<file path="config.mk">
export PLATFORM = sky130hd
export DESIGN_NAME = bbvr_regs
export DESIGN_NICKNAME = d
export VERILOG_FILES = /design/src/design/bbvr_pkg.sv /design/src/design/bbvr_regs.sv
export SDC_FILE = /design/constraint.sdc
export NUM_CORES = 1
export LEC_CHECK = 0
export ABC_AREA = 0
export ABC_CLOCK_PERIOD_IN_PS = 1100
export BUFFER_PORTS_ARGS = -buffer_cell sky130_fd_sc_hd__buf_2
export CAP_MARGIN = 10
export CORE_ASPECT_RATIO = 0.8
export CORE_MARGIN = 3
export CORE_UTILIZATION = 35
export DETAILED_ROUTE_END_ITERATION = 16
export PLACE_DENSITY_LB_ADDON = 0.3
export SLEW_MARGIN = 15
export SYNTH_ARGS = -nofsm -noshare
export SYNTH_HDL_FRONTEND = slang
export SYNTH_SLANG_ARGS = --single-unit
export TNS_END_PERCENT = 1
</file>
<file path="constraint.sdc">
create_clock -name clk_i -period 1.1 [get_ports clk_i]
set_input_delay 0.165 -clock clk_i [delete_from_list [all_inputs] [get_ports clk_i]]
set_output_delay 0.165 -clock clk_i [all_outputs]
set_load 0.1 [all_outputs]
</file>
<file path="src/design/bbvr_pkg.sv">
// Shared types and constants of the bitplane bitmap video register block.
package bbvr_pkg;

  localparam int SCREEN_SIDE = 256;
  localparam int NUM_LANES   = 8;
  localparam int LANE_SEL_W  = $clog2(NUM_LANES);
  localparam int BANK_DEPTH  = SCREEN_SIDE * SCREEN_SIDE / NUM_LANES;
  localparam int BANK_AW     = $clog2(BANK_DEPTH);
  localparam int PIX_W       = 3;
  localparam int PADDR_W     = 3;
  localparam int PDATA_W     = 32;

  localparam logic [15:0] ADDR_VIDEO_CTRL = 16'h1c00;
  localparam logic [15:0] ADDR_SCROLL_X   = 16'h1c01;
  localparam logic [15:0] ADDR_SCROLL_Y   = 16'h1c02;
  localparam logic [15:0] ADDR_CPU_CTRL   = 16'h1c03;
  // Bitmap window 0x2000-0x3fff is the page with address bits 15:13 equal to 1.
  localparam logic [2:0]  PLANE_PAGE      = 3'b001;

  localparam logic CFG_SWITCH_A = 1'b0;
  localparam logic CFG_SWITCH_B = 1'b1;

  localparam logic [7:0] SWITCH_A_RESET = 8'hdf;
  localparam logic [7:0] SWITCH_B_RESET = 8'hff;

  typedef enum logic [1:0] {
    OP_WRITE = 2'd0,
    OP_READ  = 2'd1,
    OP_FETCH = 2'd2
  } op_e;

  typedef enum logic [1:0] {
    ST_CLEAR,
    ST_IDLE,
    ST_EXEC
  } state_e;

  typedef struct packed {
    logic        we;
    logic [15:0] addr;
    logic [7:0]  wdata;
  } bus_req_t;

  typedef struct packed {
    logic               rd_en;
    logic [BANK_AW-1:0] rd_addr;
    logic               wr_en;
    logic               clr;
    logic [BANK_AW-1:0] wr_addr;
    logic [PIX_W-1:0]   mask;
  } lane_req_t;

  typedef struct packed {
    logic       main_irq;
    logic       sub_irq;
    logic       frame_irq_en;
    logic [8:0] scroll_x;
    logic [8:0] scroll_y;
    logic       flip;
    logic       blue_low;
  } status_t;

endpackage

</file>
<file path="src/design/bbvr_regs.sv">
// Control registers, switch banks, configuration port and bus read decode.
module bbvr_regs import bbvr_pkg::*; (
  input  logic               clk_i,
  input  logic               rst_ni,
  input  logic               psel,
  input  logic               penable,
  input  logic               pwrite,
  input  logic [PADDR_W-1:0] paddr,
  input  logic [PDATA_W-1:0] pwdata,
  output logic [PDATA_W-1:0] prdata,
  output logic               pready,
  input  bus_req_t           bus_req_i,
  input  logic [7:0]         port_zero_i,
  input  logic [7:0]         port_one_i,
  input  logic [7:0]         port_two_i,
  input  logic               vblank_now_i,
  output logic [7:0]         bus_rdata_o,
  output logic [PIX_W-1:0]   plane_mask_o,
  output logic               flip_o,
  output status_t            status_o
);

  logic [7:0] video_ctrl_q, video_ctrl_d;
  logic [7:0] cpu_ctrl_q, cpu_ctrl_d;
  logic [8:0] scroll_x_q, scroll_x_d;
  logic [8:0] scroll_y_q, scroll_y_d;
  logic [7:0] switch_a_q, switch_a_d;
  logic [7:0] switch_b_q, switch_b_d;
  logic       cfg_we;
  logic [PIX_W-1:0] inv_mask;

  assign pready = 1'b1;
  assign cfg_we = psel & penable & pwrite;

  always_comb begin
    switch_a_d = switch_a_q;
    switch_b_d = switch_b_q;
    if (cfg_we) begin
      case (paddr[PADDR_W-1])
        CFG_SWITCH_A: switch_a_d = pwdata[7:0];
        CFG_SWITCH_B: switch_b_d = pwdata[7:0];
        default: ;
      endcase
    end
  end

  always_comb begin
    case (paddr[PADDR_W-1])
      CFG_SWITCH_A: prdata = {{(PDATA_W-8){1'b0}}, switch_a_q};
      CFG_SWITCH_B: prdata = {{(PDATA_W-8){1'b0}}, switch_b_q};
      default:      prdata = '0;
    endcase
  end

  // The high scroll bits live in bit 0 of the video and CPU control registers.
  always_comb begin
    video_ctrl_d = video_ctrl_q;
    cpu_ctrl_d   = cpu_ctrl_q;
    scroll_x_d   = scroll_x_q;
    scroll_y_d   = scroll_y_q;
    if (bus_req_i.we) begin
      case (bus_req_i.addr)
        ADDR_VIDEO_CTRL: video_ctrl_d = bus_req_i.wdata;
        ADDR_SCROLL_X:   scroll_x_d   = {video_ctrl_q[0], bus_req_i.wdata};
        ADDR_SCROLL_Y:   scroll_y_d   = {cpu_ctrl_q[0], bus_req_i.wdata};
        ADDR_CPU_CTRL:   cpu_ctrl_d   = bus_req_i.wdata;
        default: ;
      endcase
    end
  end

  always_ff @(posedge clk_i or negedge rst_ni) begin
    if (!rst_ni) begin
      video_ctrl_q <= '0;
      cpu_ctrl_q   <= '0;
      scroll_x_q   <= '0;
      scroll_y_q   <= '0;
      switch_a_q   <= SWITCH_A_RESET;
      switch_b_q   <= SWITCH_B_RESET;
    end else begin
      video_ctrl_q <= video_ctrl_d;
      cpu_ctrl_q   <= cpu_ctrl_d;
      scroll_x_q   <= scroll_x_d;
      scroll_y_q   <= scroll_y_d;
      switch_a_q   <= switch_a_d;
      switch_b_q   <= switch_b_d;
    end
  end

  always_comb begin
    case (bus_req_i.addr)
      ADDR_VIDEO_CTRL: bus_rdata_o = port_zero_i;
      ADDR_SCROLL_X:   bus_rdata_o = {vblank_now_i, port_one_i[6:0]};
      ADDR_SCROLL_Y:   bus_rdata_o = switch_a_q;
      ADDR_CPU_CTRL:   bus_rdata_o = {port_two_i[7:4], switch_b_q[3:0]};
      default:         bus_rdata_o = '0;
    endcase
  end

  assign inv_mask     = ~video_ctrl_q[3:1];
  assign plane_mask_o = (inv_mask == '0) ? '1 : inv_mask;
  assign flip_o       = cpu_ctrl_q[7];

  always_comb begin
    status_o.main_irq     = ~cpu_ctrl_q[2];
    status_o.sub_irq      = ~cpu_ctrl_q[1];
    status_o.frame_irq_en = ~cpu_ctrl_q[3];
    status_o.scroll_x     = scroll_x_q;
    status_o.scroll_y     = scroll_y_q;
    status_o.flip         = cpu_ctrl_q[7];
    status_o.blue_low     = video_ctrl_q[7];
  end

endmodule

</file>
# Word-level counts from Yosys, hierarchy flattened
# Index checks and enable logic that the tools add are counted.
# Widths: inputs -> output; s select.
# op_classes
muxes	3
n_reduce_logical	7
n_eq_ne	4
bitwise	7
# op_table
cell	n
$eq 16x13->1 const B	4
$pmux 32 s2	1
$pmux 8 s4	1
$reduce_and 2->1	6
$not 1->1	4
$logic_not 3->1	1
$mux 3	1
$not 3->3	1
$and 1x1->1	2
# word_totals
inputBits	90
ff_bits	50
output_inout_bits	68
word_cells	27

# Logic depth before layout (Yosys ltp)
# logic_depth
ltp_word	3
depth_mapped	5
ltp_nobuf	4

# Least setup slack after synthesis
# No wires, ideal clock.
# synth_timing
kind	input to output
startpoint	input port bus_req_i[21] (netlist name)
endpoint	output port bus_rdata_o[0]
path_stages	4
setup_slack_ns	-1.188
arrival_ns	2.123
n_path_buf	1
cell_sequence	nor4bb_1 nand4_1 buf_2 nor2b_1
# synth_between
elab_chain_cells	2
elab_cells_between_ends	5
classes_between	eq/ne (4); mux (1)
# synth_rtl
item	line	text
start, declared	bbvr_regs.sv:12	input bus_req_t bus_req_i,
$eq 16x13->1	bbvr_regs.sv:91	case (bus_req_i.addr)
$pmux 8 s4 *	bbvr_regs.sv:91	
end, declared	bbvr_regs.sv:17	output logic [7:0] bus_rdata_o,
# Every way passes the cells marked *; elsewhere a longest branch is shown, timed or not.

# Worst setup path after layout
# layout_timing
startpoint	register switch_a_q[5]
endpoint	output port bus_rdata_o[5]
# layout_between
elab_chain_cells	1
# layout_rtl
item	line	text
start, declared	bbvr_regs.sv:27	logic [7:0] switch_a_q, switch_a_d;
start signal, assigned	bbvr_regs.sv:85	switch_a_q <= switch_a_d;
$pmux 8 s4	bbvr_regs.sv:91	
# Every way passes these cells.

==> impl_metrics.py <==
metrics = {
    "route": {
        "wl_per_cell_um": 15.7,
        "drt_iter0_markers": 33,
        "dr_total_vias": 1699,
        "drt_drc_violations_left": 0,
        "first_pass_iters": 2,
        "wl_mm": 5.90,
        "antenna_left": 0,
        "vias_per_cell": 4.52,
    },
    "pwr": {
        "leakagePower_nw": 1.88,
        "switchingPower_w": 0.00181,
        "max-vdd-ir-drop_mv": 0.889,
        "p_comb_share_pct": 40.7,
        "seq_power_share_pct": 38.8,
        "powerDensity_nw_per_um2": 1250,
        "p_int_w": 0.00314,
        "total_power_w": 0.00494,
        "switching_share_pct": 36.5,
        "pwr-share-clk_pct": 20.5,
    },
    "worst_setup_path": {
        "worst_setup_path_end_kind": "output pin",
        "critPathMaxFanout": 2,
        "worst_setup_path_start_kind": "flip-flop",
        "crit_arrival_ns": 1.44,
        "required_ns": 0.94,
        "path_class": "flip-flop to output pin",
    },
    "synth": {
        "syn_avg_cell_area_sq_um": 13.8,
        "synth.distinct_cells": 23,
        "ys_seq_elements": 44,
        "syn_area_sq_um": 2330,
        "yosysSeqAreaShare_pct": 48.0,
        "ys_warn_count": 0,
        "synthCells": 169,
    },
    "timing": {
        "post-route-min-period_ns": 1.61,
        "drv_slew": 0,
        "hold_slack_ns": 0.122,
        "setup_ws_ns": -0.506,
        "setup_viol_count_final": 47,
        "hold_viol": 0,
        "skew_ns": 0.00211,
        "post-route-period-util_pct": 146,
        "rsz0062_at_grt": "yes",
        "fmax_mhz": 622,
    },
    "floorplanning": {
        "ioPinCount": 158,
        "core_area_sq_um": 6160,
        "fp.dieArea_sq_um": 7680,
        "fp.dieW_um": 97.3,
        "fp.dieH_um": 79.0,
        "start_util_pct": 37.8,
        "std_cell_rows": 25,
    },
    "final_layout": {
        "layout-drive-gt1-share_pct": 76.9,
        "final_cells": 376,
        "nFillCells": 461,
        "diodes": 0,
        "nets": 384,
        "areaGrowthSynthToFinish_pct": 69.0,
    },
    "placement": {
        "dp.cells": 367,
        "gp_congestion": 0.708,
        "hpwl_mm": 4.70,
        "port_buffers": 101,
    },
    "worst_hold_path": {
        "worstHoldPathType": "input pin to flip-flop",
    },
    "cts": {
        "cts_buffer_depth": 2,
        "htree_levels": 2,
        "cts_tree": "done",
        "clkTransAtPathRegs_ns": 0.07,
        "clk_latency_ns": 0.29,
        "cts-root-buf": "clkbuf_8",
        "numCtsBuffers": 5,
        "clock_sinks": 44,
    },
    "global_route": {
        "grt_start_max_net_pins": 45,
        "track_usage_pct": 15.9,
        "grt_pass1_vias": 1951,
        "grt_pass1_wl_mm": 9.58,
        "antenna_found_initial": 0,
        "grt.overflow.total": 0,
    },
    "status": {
        "violations": "negative setup slack",
        "status": "complete, but fails checks",
    },
    "flow_run": {
        "max_cap_viol_count": 0,
    },
}
per-layer routing:
layer / GRT usage [%] / share of wire [%] / up-vias
li1: - / - / 791
met1: 17.9 / 39 / 831
met2: 28.7 / 52 / 68
met3: 5.18 / 7.8 / 9
met4: 5.53 / 1.6 / 0
met5: 0 / 0 / -
path summary, 6_finish.rpt:
kind	start	to	slack (ns)	cells after the start
worst max-delay path	switch_a_q[5]$_DFFE_PN0P_	bus_rdata_o[5]	-0.51	3
min in group asynchronous	rst_ni	switch_a_q[5]$_DFFE_PN0P_	0.39	3
worst min register to register	cpu_ctrl_q[0]$_DFFE_PN0P_	cpu_ctrl_q[0]$_DFFE_PN0P_	0.51	1
worst min-delay path	bus_req_i[6]	scroll_x_q[6]$_DFFE_PN0P_	0.12	2
worst max register to register	switch_a_q[5]$_DFFE_PN0P_	switch_a_q[5]$_DFFE_PN0P_	0.22	2
max in group asynchronous	rst_ni	switch_a_q[1]$_DFFE_PN1P_	0.43	3
registers in the layout, indices dropped and copies added, names as in the netlist:
name          flops
cpu_ctrl_q        5
scroll_x_q        9
scroll_y_q        9
switch_a_q        8
switch_b_q        8
video_ctrl_q      5
logic make-up (layout without fill, tap and decap cells):
family,count (synthesis),after routing,synth area share [%]
simple gates,28,28,7.78
buf+inv,35,138,10.2
flops,44,44,48.0
other cells,2,25,0.322
mux,60,60,33.6
cell usage in the layout (no fill, tap or decap), drive strengths merged, types with 2 or more instances in the layout:
master / n
mux2: 52
nor2b: 8
clkbuf: 8
nand4: 2
mux4: 8
buf: 126
dfstp: 15
conb: 25
nor2: 3
nand2: 7
dfrtp: 29
inv: 3
worst max-delay path: stages, from the launching register on:
cell,delay [ns]
dfrtp_1,0.38
mux4_2,0.46
nor2b_4,0.15
buf_12,0.17
synthesized netlist by cell type, drive strengths merged:
cell    instances  area (sq um)
buf            30           220
nand2           7          26.3
nor4bb          1          10.0
mux2           52           604
or4b            1          10.0
nand4b          1          8.76
nand3           1          5.00
nor4            1          12.5
nor4b           1          15.0
nand3b          1          7.51
dfstp          15           394
clkbuf          2          7.51
dfrtp          29           726
nor2b           8          50.1
nor3            1          10.0
mux4            8           180
conb            2          7.51
inv             3          11.3
nor2            3          13.8
nand4           2          12.5
power groups by stage:
stage / Sequential (W) / Clock [W] / Combinational (W)
6_report: 0.00192 / 0.00101 / 0.00201
5_1_grt: 0.00194 / 0.00115 / 0.00209
4_1_cts: 0.00192 / 0.00107 / 0.00201
3_5_place_dp: 0.00194 / 0 / 0.00195
3_3_place_gp: 0.00193 / 0 / 0.00192
2_1_floorplan: 0.00192 / 0 / 0.00134
cell type report:
type | count | area (sq um) | area share, %
sequential | 44 | 1120 | 28.4
multi-input combinational | 113 | 1190 | 30.1
clock buffer | 8 | 90.1 | 2.28
timing repair buffer | 127 | 1430 | 36.3
tap | 81 | 101 | 2.57
inverter | 3 | 11.3 | 0.286
stage by stage:
stage / cell area, sq um / utilization [%] / setup WS, ns / setup TNS [ns]
final: 3940 / 64.0 / -0.506 / -15.31
after global routing: 3940 / 64.0 / -0.568 / -18.20
after CTS: 3920 / 63.6 / -0.527 / -15.74
after detailed placement: 3760 / 61.0 / -0.763 / -22.36
after global placement: 3760 / 61.0 / -0.697 / -19.89
after floorplan: 2500 / - / -0.512 / -20.77
repair_timing:
item,4_1_cts,5_1_grt
endpoints found under the hold margin,29,0
pin swaps,1,2
setup buffers,0,0
gates resized for setup,18,5
hold buffers,1,0
setup endpoints to repair,52,53
Power figures use the tool's default switching activity.
